--- config.mk ---
export PLATFORM = sky130hd
export DESIGN_NAME = insulation_monitor_pwm_decoder_top
export DESIGN_NICKNAME = d
export VERILOG_FILES = /design/src/design/ipwm_pkg.sv /design/src/design/ipwm_divider.sv /design/src/design/ipwm_datapath.sv /design/src/design/ipwm_sequencer.sv /design/src/design/insulation_monitor_pwm_decoder_top.sv
export SDC_FILE = /design/constraint.sdc
export NUM_CORES = 2
export LEC_CHECK = 0
export BUFFER_PORTS_ARGS = -buffer_cell sky130_fd_sc_hd__buf_2
export CORE_MARGIN = 5
export CORE_UTILIZATION = 61
export CTS_CLUSTER_SIZE = 28
export DETAILED_ROUTE_END_ITERATION = 7
export GPL_ROUTABILITY_DRIVEN = 0
export GPL_TIMING_DRIVEN = 0
export PLACE_DENSITY = 0.9
export RECOVER_POWER = 25
export SLEW_MARGIN = 20
export SYNTH_ARGS = -nofsm -noshare
export SYNTH_HDL_FRONTEND = slang
export SYNTH_HIERARCHICAL = 1
export SYNTH_SLANG_ARGS = --single-unit
--- constraint.sdc ---
create_clock -name clock -period 15.2 [get_ports clock]
set_clock_uncertainty 0.2 [all_clocks]
set_input_delay 0 -clock clock [delete_from_list [all_inputs] [get_ports clock]]
set_output_delay 0 -clock clock [all_outputs]
set_load 0.05 [all_outputs]
--- src/design/ipwm_pkg.sv ---
package ipwm_pkg;

   // stream word widths
   localparam int IN_W     = 20;
   localparam int PERIOD_W = 21;
   localparam int REQ_W    = 40;
   localparam int RSP_W    = 72;
   localparam int RSP_PAD  = 7;

   // result field widths
   localparam int STATUS_W = 4;
   localparam int FREQ_W   = 27;
   localparam int DUTY_W   = 14;
   localparam int RES_W    = 20;

   // datapath widths: operand registers and divider
   localparam int K_W      = 27;
   localparam int PROD_W   = 48;
   localparam int DIV_W    = 38;
   localparam int CNT_W    = 6;
   localparam int PC_W     = 6;
   localparam int FLAG_W   = 5;
   localparam int NUM_FLAGS = 17;

   localparam logic [RES_W-1:0] RES_MAX = '1;
   localparam logic [PC_W-1:0]  END_PC  = 6'd49;

   // status codes
   localparam logic [STATUS_W-1:0] ST_NORMAL          = 4'd0;
   localparam logic [STATUS_W-1:0] ST_NORMAL_BAD_DUTY = 4'd1;
   localparam logic [STATUS_W-1:0] ST_UNDERVOLT       = 4'd2;
   localparam logic [STATUS_W-1:0] ST_UNDERVOLT_BAD   = 4'd3;
   localparam logic [STATUS_W-1:0] ST_START_GOOD      = 4'd4;
   localparam logic [STATUS_W-1:0] ST_START_BAD       = 4'd5;
   localparam logic [STATUS_W-1:0] ST_START_BAD_DUTY  = 4'd6;
   localparam logic [STATUS_W-1:0] ST_DEVICE_ERR      = 4'd7;
   localparam logic [STATUS_W-1:0] ST_DEVICE_ERR_BAD  = 4'd8;
   localparam logic [STATUS_W-1:0] ST_EARTH_FAULT     = 4'd9;
   localparam logic [STATUS_W-1:0] ST_EARTH_FAULT_BAD = 4'd10;
   localparam logic [STATUS_W-1:0] ST_NO_MATCH        = 4'd11;
   localparam logic [STATUS_W-1:0] ST_NO_SIGNAL       = 4'd12;

   // flag register slots
   localparam logic [FLAG_W-1:0] FL_LO10   = 5'd0;
   localparam logic [FLAG_W-1:0] FL_LO20   = 5'd1;
   localparam logic [FLAG_W-1:0] FL_LO30   = 5'd2;
   localparam logic [FLAG_W-1:0] FL_LO40   = 5'd3;
   localparam logic [FLAG_W-1:0] FL_LO50   = 5'd4;
   localparam logic [FLAG_W-1:0] FL_HI10   = 5'd5;
   localparam logic [FLAG_W-1:0] FL_HI20   = 5'd6;
   localparam logic [FLAG_W-1:0] FL_HI30   = 5'd7;
   localparam logic [FLAG_W-1:0] FL_HI40   = 5'd8;
   localparam logic [FLAG_W-1:0] FL_HI50   = 5'd9;
   localparam logic [FLAG_W-1:0] FL_W_GE   = 5'd10;
   localparam logic [FLAG_W-1:0] FL_W_LE   = 5'd11;
   localparam logic [FLAG_W-1:0] FL_L_LE   = 5'd12;
   localparam logic [FLAG_W-1:0] FL_H_GE   = 5'd13;
   localparam logic [FLAG_W-1:0] FL_M_GE   = 5'd14;
   localparam logic [FLAG_W-1:0] FL_M_LE   = 5'd15;
   localparam logic [FLAG_W-1:0] FL_NONPOS = 5'd16;

   typedef enum logic [2:0] {
      OP_MUL_A, OP_MUL_B, OP_CMP, OP_SUB, OP_DIV, OP_JMP, OP_END
   } op_type;

   typedef enum logic [1:0] {SRC_ONE, SRC_H, SRC_P} src_type;
   typedef enum logic       {CMP_LE, CMP_GE} cmp_type;
   typedef enum logic       {COND_PZERO, COND_NONPOS} cond_type;
   typedef enum logic [1:0] {DST_FREQ, DST_DUTY, DST_RES} dst_type;

   // one microcode word
   typedef struct packed {
      op_type            op;
      src_type           src;
      logic [K_W-1:0]    k;
      cmp_type           cmp;
      logic [FLAG_W-1:0] flag;
      cond_type          cond;
      logic [PC_W-1:0]   target;
      dst_type           dst;
   } ucode_type;

   // sequencer to datapath
   typedef struct packed {
      logic      run;
      ucode_type uw;
   } ctrl_type;

   // datapath to sequencer
   typedef struct packed {
      logic div_done;
      logic pzero;
      logic nonpos;
   } fb_type;

   // datapath results for the output word
   typedef struct packed {
      logic [NUM_FLAGS-1:0] flags;
      logic [FREQ_W-1:0]    freq;
      logic [DUTY_W-1:0]    duty;
      logic [RES_W-1:0]     res;
      logic                 pzero;
   } dp_res_type;

   function automatic ucode_type uc_mul(op_type op, logic [K_W-1:0] k, src_type src);
      ucode_type w;
      w = '0;
      w.op = op;
      w.k = k;
      w.src = src;
      return w;
   endfunction

   function automatic ucode_type uc_cmp(cmp_type c, logic [FLAG_W-1:0] f);
      ucode_type w;
      w = '0;
      w.op = OP_CMP;
      w.cmp = c;
      w.flag = f;
      return w;
   endfunction

   function automatic ucode_type uc_jmp(cond_type c, logic [PC_W-1:0] t);
      ucode_type w;
      w = '0;
      w.op = OP_JMP;
      w.cond = c;
      w.target = t;
      return w;
   endfunction

   function automatic ucode_type uc_div(dst_type d);
      ucode_type w;
      w = '0;
      w.op = OP_DIV;
      w.dst = d;
      return w;
   endfunction

   function automatic ucode_type uc_op(op_type op);
      ucode_type w;
      w = '0;
      w.op = op;
      return w;
   endfunction

   // control store: band tests, duty windows, three divides
   function automatic ucode_type ipwm_ucode(logic [PC_W-1:0] pc);
      ucode_type w;
      unique case (pc)
         6'd0:  w = uc_jmp(COND_PZERO, END_PC);
         6'd1:  w = uc_mul(OP_MUL_B, 27'd10_000_000, SRC_ONE);
         // 10 hz band: 90p <= 1e7 <= 110p
         6'd2:  w = uc_mul(OP_MUL_A, 27'd90, SRC_P);
         6'd3:  w = uc_cmp(CMP_LE, FL_LO10);
         6'd4:  w = uc_mul(OP_MUL_A, 27'd110, SRC_P);
         6'd5:  w = uc_cmp(CMP_GE, FL_HI10);
         // 20 hz band
         6'd6:  w = uc_mul(OP_MUL_A, 27'd180, SRC_P);
         6'd7:  w = uc_cmp(CMP_LE, FL_LO20);
         6'd8:  w = uc_mul(OP_MUL_A, 27'd220, SRC_P);
         6'd9:  w = uc_cmp(CMP_GE, FL_HI20);
         // 30 hz band
         6'd10: w = uc_mul(OP_MUL_A, 27'd270, SRC_P);
         6'd11: w = uc_cmp(CMP_LE, FL_LO30);
         6'd12: w = uc_mul(OP_MUL_A, 27'd330, SRC_P);
         6'd13: w = uc_cmp(CMP_GE, FL_HI30);
         // 40 hz band
         6'd14: w = uc_mul(OP_MUL_A, 27'd360, SRC_P);
         6'd15: w = uc_cmp(CMP_LE, FL_LO40);
         6'd16: w = uc_mul(OP_MUL_A, 27'd440, SRC_P);
         6'd17: w = uc_cmp(CMP_GE, FL_HI40);
         // 50 hz band
         6'd18: w = uc_mul(OP_MUL_A, 27'd450, SRC_P);
         6'd19: w = uc_cmp(CMP_LE, FL_LO50);
         6'd20: w = uc_mul(OP_MUL_A, 27'd550, SRC_P);
         6'd21: w = uc_cmp(CMP_GE, FL_HI50);
         // half-percent duty windows against 200h
         6'd22: w = uc_mul(OP_MUL_A, 27'd200, SRC_H);
         6'd23: w = uc_mul(OP_MUL_B, 27'd9, SRC_P);
         6'd24: w = uc_cmp(CMP_GE, FL_W_GE);
         6'd25: w = uc_mul(OP_MUL_B, 27'd191, SRC_P);
         6'd26: w = uc_cmp(CMP_LE, FL_W_LE);
         6'd27: w = uc_mul(OP_MUL_B, 27'd21, SRC_P);
         6'd28: w = uc_cmp(CMP_LE, FL_L_LE);
         6'd29: w = uc_mul(OP_MUL_B, 27'd179, SRC_P);
         6'd30: w = uc_cmp(CMP_GE, FL_H_GE);
         // whole-percent windows against 100h
         6'd31: w = uc_mul(OP_MUL_A, 27'd100, SRC_H);
         6'd32: w = uc_mul(OP_MUL_B, 27'd47, SRC_P);
         6'd33: w = uc_cmp(CMP_GE, FL_M_GE);
         6'd34: w = uc_mul(OP_MUL_B, 27'd53, SRC_P);
         6'd35: w = uc_cmp(CMP_LE, FL_M_LE);
         // frequency and duty
         6'd36: w = uc_mul(OP_MUL_A, 27'd100_000_000, SRC_ONE);
         6'd37: w = uc_mul(OP_MUL_B, 27'd1, SRC_P);
         6'd38: w = uc_div(DST_FREQ);
         6'd39: w = uc_mul(OP_MUL_A, 27'd10_000, SRC_H);
         6'd40: w = uc_mul(OP_MUL_B, 27'd1, SRC_P);
         6'd41: w = uc_div(DST_DUTY);
         // resistance, skipped when denominator is not positive
         6'd42: w = uc_mul(OP_MUL_A, 27'd100, SRC_H);
         6'd43: w = uc_mul(OP_MUL_B, 27'd5, SRC_P);
         6'd44: w = uc_cmp(CMP_LE, FL_NONPOS);
         6'd45: w = uc_jmp(COND_NONPOS, END_PC);
         6'd46: w = uc_op(OP_SUB);
         6'd47: w = uc_mul(OP_MUL_A, 27'd108_000, SRC_P);
         6'd48: w = uc_div(DST_RES);
         default: w = uc_op(OP_END);
      endcase
      return w;
   endfunction

   // status from the band and window flags
   function automatic logic [STATUS_W-1:0] ipwm_status(logic [NUM_FLAGS-1:0] f);
      logic wide, lo_win, hi_win, mid;
      logic [STATUS_W-1:0] st;
      wide   = f[FL_W_GE] & f[FL_W_LE];
      lo_win = f[FL_W_GE] & f[FL_L_LE];
      hi_win = f[FL_H_GE] & f[FL_W_LE];
      mid    = f[FL_M_GE] & f[FL_M_LE];
      if (f[FL_LO10] & f[FL_HI10]) begin
         st = wide ? ST_NORMAL : ST_NORMAL_BAD_DUTY;
      end else if (f[FL_LO20] & f[FL_HI20]) begin
         st = wide ? ST_UNDERVOLT : ST_UNDERVOLT_BAD;
      end else if (f[FL_LO30] & f[FL_HI30]) begin
         st = lo_win ? ST_START_GOOD : (hi_win ? ST_START_BAD : ST_START_BAD_DUTY);
      end else if (f[FL_LO40] & f[FL_HI40]) begin
         st = mid ? ST_DEVICE_ERR : ST_DEVICE_ERR_BAD;
      end else if (f[FL_LO50] & f[FL_HI50]) begin
         st = mid ? ST_EARTH_FAULT : ST_EARTH_FAULT_BAD;
      end else begin
         st = ST_NO_MATCH;
      end
      return st;
   endfunction

   // statuses that carry a resistance
   function automatic logic ipwm_res_valid(logic [STATUS_W-1:0] st);
      logic v;
      case (st) inside
         ST_NORMAL, ST_UNDERVOLT, ST_START_GOOD, ST_START_BAD, ST_DEVICE_ERR: v = 1'b1;
         default: v = 1'b0;
      endcase
      return v;
   endfunction

endpackage

--- src/design/ipwm_divider.sv ---
module ipwm_divider (
   input  logic                        clock,
   input  logic                        reset,
   input  logic                        req,
   input  logic [ipwm_pkg::DIV_W-1:0]  dividend,
   input  logic [ipwm_pkg::DIV_W-1:0]  divisor,
   output logic [ipwm_pkg::DIV_W-1:0]  quotient,
   output logic                        done
);
   import ipwm_pkg::*;

   typedef enum logic [1:0] {DV_IDLE, DV_RUN, DV_DONE} dv_state_type;

   localparam logic [CNT_W-1:0] LAST_CNT = CNT_W'(DIV_W - 1);

   dv_state_type       state_ff, state_in;
   logic [CNT_W-1:0]   cnt_ff, cnt_in;
   logic [DIV_W-1:0]   rem_ff, rem_in;
   logic [DIV_W-1:0]   quo_ff, quo_in;
   logic [DIV_W-1:0]   dsr_ff, dsr_in;
   logic [DIV_W:0]     trial;
   logic [DIV_W:0]     diff;
   logic               ge;

   // one restoring step: bring down next dividend bit
   assign trial = {rem_ff, quo_ff[DIV_W-1]};
   assign diff  = trial - {1'b0, dsr_ff};
   assign ge    = (trial >= {1'b0, dsr_ff});

   // next state and datapath
   always_comb begin
      state_in = state_ff;
      cnt_in   = cnt_ff;
      rem_in   = rem_ff;
      quo_in   = quo_ff;
      dsr_in   = dsr_ff;
      unique case (state_ff)
         DV_IDLE: begin
            if (req) begin
               state_in = DV_RUN;
               cnt_in   = '0;
               rem_in   = '0;
               quo_in   = dividend;
               dsr_in   = divisor;
            end
         end
         DV_RUN: begin
            rem_in = ge ? diff[DIV_W-1:0] : trial[DIV_W-1:0];
            quo_in = {quo_ff[DIV_W-2:0], ge};
            cnt_in = cnt_ff + 1'b1;
            if (cnt_ff == LAST_CNT) begin
               state_in = DV_DONE;
            end
         end
         DV_DONE: begin
            state_in = DV_IDLE;
         end
         default: begin
            state_in = DV_IDLE;
         end
      endcase
   end

   // state and registers
   always_ff @(posedge clock) begin
      if (reset) begin
         state_ff <= DV_IDLE;
      end else begin
         state_ff <= state_in;
      end
      cnt_ff <= cnt_in;
      rem_ff <= rem_in;
      quo_ff <= quo_in;
      dsr_ff <= dsr_in;
   end

   assign quotient = quo_ff;
   assign done     = (state_ff == DV_DONE);

endmodule

--- src/design/ipwm_datapath.sv ---
module ipwm_datapath (
   input  logic                           clock,
   input  logic                           reset,
   input  logic                           load,
   input  logic [ipwm_pkg::IN_W-1:0]      high,
   input  logic [ipwm_pkg::PERIOD_W-1:0]  period,
   input  ipwm_pkg::ctrl_type             ctrl,
   output ipwm_pkg::fb_type               fb,
   output ipwm_pkg::dp_res_type           dp_res
);
   import ipwm_pkg::*;

   logic [IN_W-1:0]      h_ff, h_in;
   logic [PERIOD_W-1:0]  p_ff, p_in;
   logic [DIV_W-1:0]     a_ff, a_in;
   logic [DIV_W-1:0]     b_ff, b_in;
   logic [NUM_FLAGS-1:0] flags_ff, flags_in;
   logic [FREQ_W-1:0]    freq_ff, freq_in;
   logic [DUTY_W-1:0]    duty_ff, duty_in;
   logic [RES_W-1:0]     res_ff, res_in;

   logic [PERIOD_W-1:0]  opnd;
   logic [PROD_W-1:0]    prod;
   logic                 cmp_bit;
   logic                 div_req;
   logic [DIV_W-1:0]     quo;
   logic                 div_done;
   logic [RES_W-1:0]     res_sat;

   // multiplier operand select
   always_comb begin
      unique case (ctrl.uw.src)
         SRC_ONE: opnd = PERIOD_W'(1);
         SRC_H:   opnd = {1'b0, h_ff};
         SRC_P:   opnd = p_ff;
         default: opnd = '0;
      endcase
   end

   // constant times operand, registered into a or b
   assign prod = ctrl.uw.k * opnd;

   // comparator
   assign cmp_bit = (ctrl.uw.cmp == CMP_LE) ? (a_ff <= b_ff) : (a_ff >= b_ff);

   // shared divider: dividend in a, divisor in b
   assign div_req = ctrl.run && (ctrl.uw.op == OP_DIV);

   ipwm_divider u_div (
      .clock    (clock),
      .reset    (reset),
      .req      (div_req),
      .dividend (a_ff),
      .divisor  (b_ff),
      .quotient (quo),
      .done     (div_done)
   );

   assign res_sat = (quo > DIV_W'(RES_MAX)) ? RES_MAX : quo[RES_W-1:0];

   // execute one control word
   always_comb begin
      h_in     = h_ff;
      p_in     = p_ff;
      a_in     = a_ff;
      b_in     = b_ff;
      flags_in = flags_ff;
      freq_in  = freq_ff;
      duty_in  = duty_ff;
      res_in   = res_ff;
      if (load) begin
         h_in = high;
         p_in = period;
      end
      if (ctrl.run) begin
         unique case (ctrl.uw.op)
            OP_MUL_A: a_in = prod[DIV_W-1:0];
            OP_MUL_B: b_in = prod[DIV_W-1:0];
            OP_CMP:   flags_in[ctrl.uw.flag] = cmp_bit;
            OP_SUB:   b_in = a_ff - b_ff;
            OP_DIV: begin
               if (div_done) begin
                  unique case (ctrl.uw.dst)
                     DST_FREQ: freq_in = quo[FREQ_W-1:0];
                     DST_DUTY: duty_in = quo[DUTY_W-1:0];
                     DST_RES:  res_in  = res_sat;
                     default:  res_in  = res_ff;
                  endcase
               end
            end
            OP_JMP, OP_END: begin
            end
            default: begin
            end
         endcase
      end
   end

   always_ff @(posedge clock) begin
      h_ff     <= h_in;
      p_ff     <= p_in;
      a_ff     <= a_in;
      b_ff     <= b_in;
      flags_ff <= flags_in;
      freq_ff  <= freq_in;
      duty_ff  <= duty_in;
      res_ff   <= res_in;
   end

   // status back to the sequencer
   assign fb.div_done = div_done;
   assign fb.pzero    = (p_ff == '0);
   assign fb.nonpos   = flags_ff[FL_NONPOS];

   assign dp_res.flags = flags_ff;
   assign dp_res.freq  = freq_ff;
   assign dp_res.duty  = duty_ff;
   assign dp_res.res   = res_ff;
   assign dp_res.pzero = (p_ff == '0);

endmodule

--- src/design/ipwm_sequencer.sv ---
module ipwm_sequencer (
   input  logic                 clock,
   input  logic                 reset,
   input  logic                 start,
   input  logic                 out_free,
   input  ipwm_pkg::fb_type     fb,
   output ipwm_pkg::ctrl_type   ctrl,
   output logic                 busy,
   output logic                 fin
);
   import ipwm_pkg::*;

   logic [PC_W-1:0] pc_ff, pc_in;
   logic            run_ff, run_in;
   ucode_type       uw;
   logic            taken;

   // fetch
   assign uw = ipwm_ucode(pc_ff);

   // jump condition
   always_comb begin
      unique case (uw.cond)
         COND_PZERO:  taken = fb.pzero;
         COND_NONPOS: taken = fb.nonpos;
         default:     taken = 1'b0;
      endcase
   end

   // step counter and program control
   always_comb begin
      pc_in  = pc_ff;
      run_in = run_ff;
      fin    = 1'b0;
      if (start) begin
         run_in = 1'b1;
         pc_in  = '0;
      end else if (run_ff) begin
         unique case (uw.op)
            OP_JMP: pc_in = taken ? uw.target : pc_ff + 1'b1;
            OP_DIV: begin
               if (fb.div_done) begin
                  pc_in = pc_ff + 1'b1;
               end
            end
            OP_END: begin
               if (out_free) begin
                  run_in = 1'b0;
                  fin    = 1'b1;
               end
            end
            default: pc_in = pc_ff + 1'b1;
         endcase
      end
   end

   always_ff @(posedge clock) begin
      if (reset) begin
         run_ff <= 1'b0;
         pc_ff  <= '0;
      end else begin
         run_ff <= run_in;
         pc_ff  <= pc_in;
      end
   end

   assign ctrl.run = run_ff;
   assign ctrl.uw  = uw;
   assign busy     = run_ff;

endmodule

--- src/design/insulation_monitor_pwm_decoder_top.sv ---
// program: a new period runs a 50-step control program, which skips the resistance
// divide when duty is at or below 5% and jumps to its end step when the period is zero
// throughput: one word per program run, set by up to three passes of the shared
// restoring divider plus the multiply and compare steps; no new period is taken while it runs
// a repeated period is accepted and gives no result
// reset: synchronous, clears the sequencer, divider, output valid and last period
module insulation_monitor_pwm_decoder_top (
   input  logic                        clock,
   input  logic                        reset,
   input  logic                        req_tvalid,
   output logic                        req_tready,
   // [19:0] high_us, [39:20] low_us
   input  logic [ipwm_pkg::REQ_W-1:0]  req_tdata,
   output logic                        rsp_tvalid,
   input  logic                        rsp_tready,
   // [3:0] status, [30:4] freq_centihz, [44:31] duty_centipct,
   // [64:45] resistance_kohm, [71:65] zero
   output logic [ipwm_pkg::RSP_W-1:0]  rsp_tdata,
   // [0] resistance_valid
   output logic [0:0]                  rsp_tuser
);
   import ipwm_pkg::*;

   logic [IN_W-1:0]     high;
   logic [IN_W-1:0]     low;
   logic [PERIOD_W-1:0] period;
   logic                accept;
   logic                rep_hit;
   logic                start;
   logic                busy;
   logic                fin;
   logic                out_free;
   ctrl_type            ctrl;
   fb_type              fb;
   dp_res_type          dp_res;

   logic [PERIOD_W-1:0] last_period_ff, last_period_in;
   logic                have_last_ff, have_last_in;
   logic                rsp_valid_ff, rsp_valid_in;
   logic [STATUS_W-1:0] rsp_status_ff, rsp_status_in;
   logic [FREQ_W-1:0]   rsp_freq_ff, rsp_freq_in;
   logic [DUTY_W-1:0]   rsp_duty_ff, rsp_duty_in;
   logic [RES_W-1:0]    rsp_res_ff, rsp_res_in;
   logic                rsp_rv_ff, rsp_rv_in;
   logic [STATUS_W-1:0] status;
   logic                rv;

   // input word and period
   assign high   = req_tdata[IN_W-1:0];
   assign low    = req_tdata[2*IN_W-1:IN_W];
   assign period = {1'b0, high} + {1'b0, low};

   assign req_tready = !busy;
   assign accept     = req_tvalid && req_tready;
   assign rep_hit    = have_last_ff && (period == last_period_ff);
   assign start      = accept && !rep_hit;
   assign out_free   = !rsp_valid_ff || rsp_tready;

   ipwm_sequencer u_seq (
      .clock    (clock),
      .reset    (reset),
      .start    (start),
      .out_free (out_free),
      .fb       (fb),
      .ctrl     (ctrl),
      .busy     (busy),
      .fin      (fin)
   );

   ipwm_datapath u_dp (
      .clock  (clock),
      .reset  (reset),
      .load   (start),
      .high   (high),
      .period (period),
      .ctrl   (ctrl),
      .fb     (fb),
      .dp_res (dp_res)
   );

   // result fields at the end of the program
   assign status = dp_res.pzero ? ST_NO_SIGNAL : ipwm_status(dp_res.flags);
   assign rv     = !dp_res.pzero && ipwm_res_valid(status);

   // last reported period
   always_comb begin
      last_period_in = last_period_ff;
      have_last_in   = have_last_ff;
      if (start) begin
         last_period_in = period;
         have_last_in   = 1'b1;
      end
   end

   // output register
   always_comb begin
      rsp_valid_in  = rsp_valid_ff;
      rsp_status_in = rsp_status_ff;
      rsp_freq_in   = rsp_freq_ff;
      rsp_duty_in   = rsp_duty_ff;
      rsp_res_in    = rsp_res_ff;
      rsp_rv_in     = rsp_rv_ff;
      if (rsp_tready) begin
         rsp_valid_in = 1'b0;
      end
      if (fin) begin
         rsp_valid_in  = 1'b1;
         rsp_status_in = status;
         rsp_freq_in   = dp_res.pzero ? '0 : dp_res.freq;
         rsp_duty_in   = dp_res.pzero ? '0 : dp_res.duty;
         rsp_rv_in     = rv;
         if (!rv) begin
            rsp_res_in = '0;
         end else if (dp_res.flags[FL_NONPOS]) begin
            rsp_res_in = RES_MAX;
         end else begin
            rsp_res_in = dp_res.res;
         end
      end
   end

   always_ff @(posedge clock) begin
      if (reset) begin
         last_period_ff <= '0;
         have_last_ff   <= 1'b0;
         rsp_valid_ff   <= 1'b0;
      end else begin
         last_period_ff <= last_period_in;
         have_last_ff   <= have_last_in;
         rsp_valid_ff   <= rsp_valid_in;
      end
      rsp_status_ff <= rsp_status_in;
      rsp_freq_ff   <= rsp_freq_in;
      rsp_duty_ff   <= rsp_duty_in;
      rsp_res_ff    <= rsp_res_in;
      rsp_rv_ff     <= rsp_rv_in;
   end

   assign rsp_tvalid = rsp_valid_ff;
   assign rsp_tdata  = {{RSP_PAD{1'b0}}, rsp_res_ff, rsp_duty_ff, rsp_freq_ff, rsp_status_ff};
   assign rsp_tuser  = rsp_rv_ff;

   // a new period starts the program
   a_start_runs: assert property (@(posedge clock) disable iff (reset)
      start |=> busy)
      else $error("program not started for new period");

   // a repeated period leaves the stored period alone
   a_repeat_keeps: assert property (@(posedge clock) disable iff (reset)
      (accept && rep_hit) |=> $stable(last_period_ff) && !busy)
      else $error("repeated period disturbed state");

   // no-signal words carry zero measurements
   a_no_signal_zero: assert property (@(posedge clock) disable iff (reset)
      (rsp_valid_ff && rsp_status_ff == ST_NO_SIGNAL) |->
         (rsp_freq_ff == '0 && rsp_duty_ff == '0 && rsp_res_ff == '0 && !rsp_rv_ff))
      else $error("no-signal word with nonzero fields");

   // resistance flag agrees with status
   a_rv_status: assert property (@(posedge clock) disable iff (reset)
      rsp_valid_ff |-> (rsp_rv_ff == ipwm_res_valid(rsp_status_ff)))
      else $error("resistance flag does not match status");

endmodule
* After elaboration in Yosys (flattened, before gate mapping)
Memory sizes are Yosys's and may differ from the RTL's. A register that Yosys moved wholly into a read port is not among the register bits.
Index checks and enable logic that the tools add are counted.
** Word-level totals
- Bits in registers :: 413
- Bits in read-only memories :: 2624
- Output and inout port bits :: 75
- Word-level logic and storage cells :: 146
- Memories :: 1
** Cells by class
- Add/sub/neg operators :: 5
- Multiply operators :: 1
- Magnitude comparators :: 6
- Eq/ne operators :: 21
- Mux-type cells :: 46
- Bitwise gates (word level) :: 11
- Reduce and logical (&&, ||, !) cells :: 32
** Memories
- (no name shown) :: depth 64, bits a word 41, rd ports 1, clocked after Yosys merged registers in 1, write ports 0, line ipwm_pkg.sv:150 : unique case (pc)
** Operator list (number)
- one-hot mux 38 bit (2 select lines) :: 3
- 2-to-1 mux 38 bit :: 3
- subtractor 38 bit :: 2
- one-hot mux 21 bit (3 select lines) :: 1
- >= comparator 39 x 38 -> 1 bit :: 1
- >= comparator 38 bit :: 1
- > comparator 38 x 20 -> 1 bit (second input constant) :: 1
- less-or-equal comparator 38 bit :: 1
- multiplier 27 x 21 -> 38 bit :: 1
- 2-to-1 mux 6 bit :: 5
- 2-to-1 mux 4 bit :: 6
- adder 20 x 20 -> 21 bit :: 1
- == test 21 bit :: 1
- logical NOT 21 bit :: 1
- 2-to-1 mux 20 bit :: 1
- one-hot mux 6 bit (3 select lines) :: 1
- bitwise mux 17 bit :: 1
- 2-to-1 mux 1 bit :: 15
- adder 6 x 1 -> 6 bit (second input constant) :: 2
- == test 4 x 3 -> 1 bit (second input constant) :: 3
- 2-to-1 mux 2 bit :: 6
- one-hot mux 6 bit (2 select lines) :: 1
- AND reduction 2 bit :: 6
- AND reduction 4 bit :: 3
- 26 further kinds :: 55

* Longest topological paths before layout
- Depth after elaboration :: 12
- Gate-level depth with buffers :: 32
- Depth with buffers taken out :: 28

* Modules after synthesis
Netlist, hierarchy kept.
** By module, submodules not included
- ipwm_datapath :: instances 1, cells each 2535, area each 25070.3 sq um, sequential area each 5855.6 sq um
- ipwm_divider :: instances 1, cells each 590, area each 6955.4 sq um, sequential area each 3643.5 sq um
- insulation_monitor_pwm_decoder_top :: instances 1, cells each 525, area each 5256.3 sq um, sequential area each 2442.3 sq um
- ipwm_sequencer :: instances 1, cells each 301, area each 2562.5 sq um, sequential area each 780.7 sq um

* Worst setup path before layout
OpenSTA, ideal clock, no wires.
- Path type :: input-to-reg
- From :: input req_tdata[0] (netlist name)
- To :: register rsp_duty_ff[0], enable pin
- Arrival :: 7.756 ns
- Required time :: 14.412 ns
- Path slack :: 6.656 ns
- Stages :: 13
- Cell sequence :: ha_1 > inv_1 > fa_1 > nand2b_1 > a211oi_1 > o21a_1 > o311ai_1 > a21bo_2 > a2111oi_0 > and4_1 > buf_4 > nor2_2 > nor3b_1
** On the way
- Cells in the longest elaborated chain, start to end :: 6
** RTL lines
- from (decl) :: line insulation_monitor_pwm_decoder_top.sv:13 : input logic [ipwm_pkg::REQ_W-1:0] req_tdata,
- adder 20 x 20 -> 21 bit :: line insulation_monitor_pwm_decoder_top.sv:51 : assign period = {1'b0, high} + {1'b0, low};
- == test 21 bit :: line insulation_monitor_pwm_decoder_top.sv:55 : assign rep_hit = have_last_ff && (period == last_period_ff);
- logical AND 1 bit :: line insulation_monitor_pwm_decoder_top.sv:55
- logical NOT 1 bit :: line insulation_monitor_pwm_decoder_top.sv:56 : assign start = accept && !rep_hit;
- logical AND 1 bit :: line insulation_monitor_pwm_decoder_top.sv:56
- via start :: line insulation_monitor_pwm_decoder_top.sv:29 : logic start;
- 2-to-1 mux 1 bit :: line ipwm_sequencer.sv:35 : if (start) begin
- via fin :: line insulation_monitor_pwm_decoder_top.sv:31 : logic fin;
- to (signal assigned) :: line insulation_monitor_pwm_decoder_top.sv:134 : rsp_duty_ff <= rsp_duty_in;
- to (decl) :: line insulation_monitor_pwm_decoder_top.sv:42 : logic [DUTY_W-1:0] rsp_duty_ff, rsp_duty_in;
The timed path passes the listed nets, and every way through them passes these cells.
A chain may end at the register's enable or synchronous reset.

* Final worst setup path
- From :: register, netlist name u_seq/uw[43]
- To :: register u_dp.b_ff[36], data pin
** On the way
- Cells in the longest elaborated chain, start to end :: 4
** RTL lines
- == test 2 bit (tied with other cells) :: line ipwm_datapath.sv:32 : unique case (ctrl.uw.src)
- one-hot mux 21 bit (3 select lines) (*) :: line ipwm_datapath.sv:32
- multiplier 27 x 21 -> 38 bit (*) :: line ipwm_datapath.sv:41 : assign prod = ctrl.uw.k * opnd;
- via u_dp.prod[36] :: line ipwm_datapath.sv:23 : logic [PROD_W-1:0] prod;
- one-hot mux 38 bit (2 select lines) (*) :: line ipwm_datapath.sv:76 : unique case (ctrl.uw.op)
- to (signal assigned) :: line ipwm_datapath.sv:103 : b_ff <= b_in;
- to (decl) :: line ipwm_datapath.sv:16 : logic [DIV_W-1:0] b_ff, b_in;
Mark *: on every way through the listed nets, which the timed path passes. The rest lies on a longest branch.

==> impl_metrics.toml <==
[outcome]
status = "finished, violations left"
violations = "design-rule violations"

[floorplanning]
initial_core_util = 0.6164
dieWidth_um = 265.5
fp-row-count = 93
die_area_mm2 = 0.07047
die_h_um = 265.5
ios = 119
core-area_mm2 = 0.06458

[placed_design]
portBuffers = 111
dp_cells = 4942
hpwl_um = 82720
dpl_cell_area_mm2 = 0.04171

[setup_path]
cp_num_buf_inv = 8
slowest_stage = "clkbuf_1"
start_kind = "flop"
r2r_start = "u_seq/uw[43]$_DFF_P_"
cp_data_arrival_time_ps = 9890
max_stage_delay_ps = 730
crit_type = "flop to flop"
rr_worst_depth = 29
critPathMostFrequentCell = "fa_1"
worstSetupStartpoint = "u_seq/uw[43]$_DFF_P_"
critPathRequiredTime_ps = 15340
worstSetupEndpointType = "flop"
cp.depth = 29
crit_family = "adder cells"
crit_path_max_fanout = 10

[clock_tree]
cts_resized = 0
cts_setup_buffers = 0
cts_tree = "built"
clkLatencyLatePin_ps = 600
numCtsBuffers = 47
cts_buffer_depth = 3
cts-root-buf = "clkbuf_16"
clock-sinks = 445
clkTransAtPathRegs_ps = 60
cts_htree_levels = 2

[layout]
area.growth.synth_to_final_pct = 10.16
drive_above_1_share = 0.06726
nFillCells = 4485
postLayoutCellArea_mm2 = 0.04385
nets = 4891
layoutNonFillerInstCount = 5093

[global_route]
grt_max_degree = 44
grt_use_met3 = 0.07270
antenna_found_initial = 1
overflow = 0
met2_usage = 0.5208
grt_pass1_vias = 32334
grt_use_met1 = 0.3643
grt_busiest_layer = "met2"
grt_pass1_wl_um = 174100
grtUsageTotal = 0.3123

[detailed_routing]
ant_nets = 0
first_pass_iters = 8
wl_per_cell_um = 21.85
drt_wl_total_um = 111300
viasPerCell = 6.157
route.detailed.drc = 1
via_count = 31357
dr.first_iter.drc_count = 3857

[timing]
slew_headroom = 0.1272
rsz0062_at_grt = "no"
fin_crit_sh = 0.6410
fin_crit_ps = 9743
tightest_slew_ps = 1309
drv_slew = 0
final.setup.tns_ps = 0
hold_viol = 0
finalSetupViolCount = 0
max_freq_ghz = 0.1026
whs_ps = 89.18

[power]
leakage_nw = 18.93
power_density_mw_per_mm2 = 64.19
peakVddDrop_mv = 0.07763

[synth]
synth_area_mm2 = 0.03981
synth_warnings = 6
synthCells = 3946
avgSynthCellArea_um2 = 10.09

[min_path]
worstHoldPathType = "primary input to flop"
whs_path_depth = 4
hp-start = "req_tdata[32]"

[flow_run]
drv_cap = 0
flip-flops by register name, summed over array words and instances, names as in the netlist, 14 cells and up:
signal	flops
u_dp/a_ff	38
u_dp/b_ff	38
u_dp/u_div/dsr_ff	38
u_dp/u_div/quotient	38
u_dp/u_div/rem_ff	38
u_seq/uw	32
rsp_freq_ff	27
u_dp/freq_ff	27
last_period_ff	21
u_dp/p_ff	21
rsp_res_ff	20
u_dp/h_ff	20
u_dp/res_ff	20
u_dp/flags_ff	17
rsp_duty_ff	14
u_dp/duty_ff	14
power by group:
part	internal (mW)	switching (mW)	total, mW	leakage, nW
clock network	0.698	0.487	1.19	0.775
logic	0.104	0.167	0.271	14.3
registers	1.34	0.0199	1.36	3.86
total	2.14	0.674	2.81	18.9
final cells by class:
| type | instances | area, um^2 | share of cell area |
|---|---|---|---|
| Clock inverter | 25 | 292.8 | 0.006677 |
| Sequential cell | 445 | 12720 | 0.2901 |
| Antenna cell | 1 | 2.502 | 0.00005707 |
| Multi-Input combinational cell | 2700 | 23940 | 0.5459 |
| Buffer | 205 | 949.7 | 0.02166 |
| Clock buffer | 60 | 1309 | 0.02985 |
| Tap cell | 855 | 1070 | 0.02440 |
| Inverter | 604 | 2267 | 0.05170 |
| Timing Repair Buffer | 198 | 1300 | 0.02965 |
worst paths after layout:
check / slack, ps / end
min reg2reg: 250 / u_dp/u_div/dsr_ff[12]$_DFFE_PP_
max: 5460 / u_dp/b_ff[36]$_DFFE_PP_
max reg2reg: 5460 / u_dp/b_ff[36]$_DFFE_PP_
min: 90 / u_dp/p_ff[12]$_DFFE_PP_
routing by layer:
layer  share of wire  routed length [um]
met5         0.00012                  13
met4           0.086                9620
met3            0.12               12820
met2            0.47               51810
met1            0.33               37040
worst min-delay path, delay by kind of cell:
family	cells	cell delay (ps)
buf+inv	2	420
xor+xnor	1	210
fa+ha+maj	1	110
placed cells by master (no fill, tap or decap), types with 89 or more instances in the layout:
cell type  instances
nand2_1          410
ha_1             214
inv_1            598
xnor2_1           89
nor2_1           186
edfxtp_1         381
fa_1             432
clkbuf_1         245
a21oi_1          156
and2_1           271
o21ai_0          106
through the flow:
stage,power [mW],utilization,worst slack [ps]
after CTS,2.805,0.6807,5760
after global placement,1.611,0.6420,4287
after floorplan,1.550,-,6656
final,2.815,0.6790,5457
after detailed placement,1.622,0.6459,5805
after global routing,2.894,0.6790,5238
what timing repair did:
action | CTS | global route
endpoints found under the setup margin | 0 | 0
hold buffers | 65 | 0
endpoints found under the hold margin | 78 | 0
(Power assumes the default switching activity.)
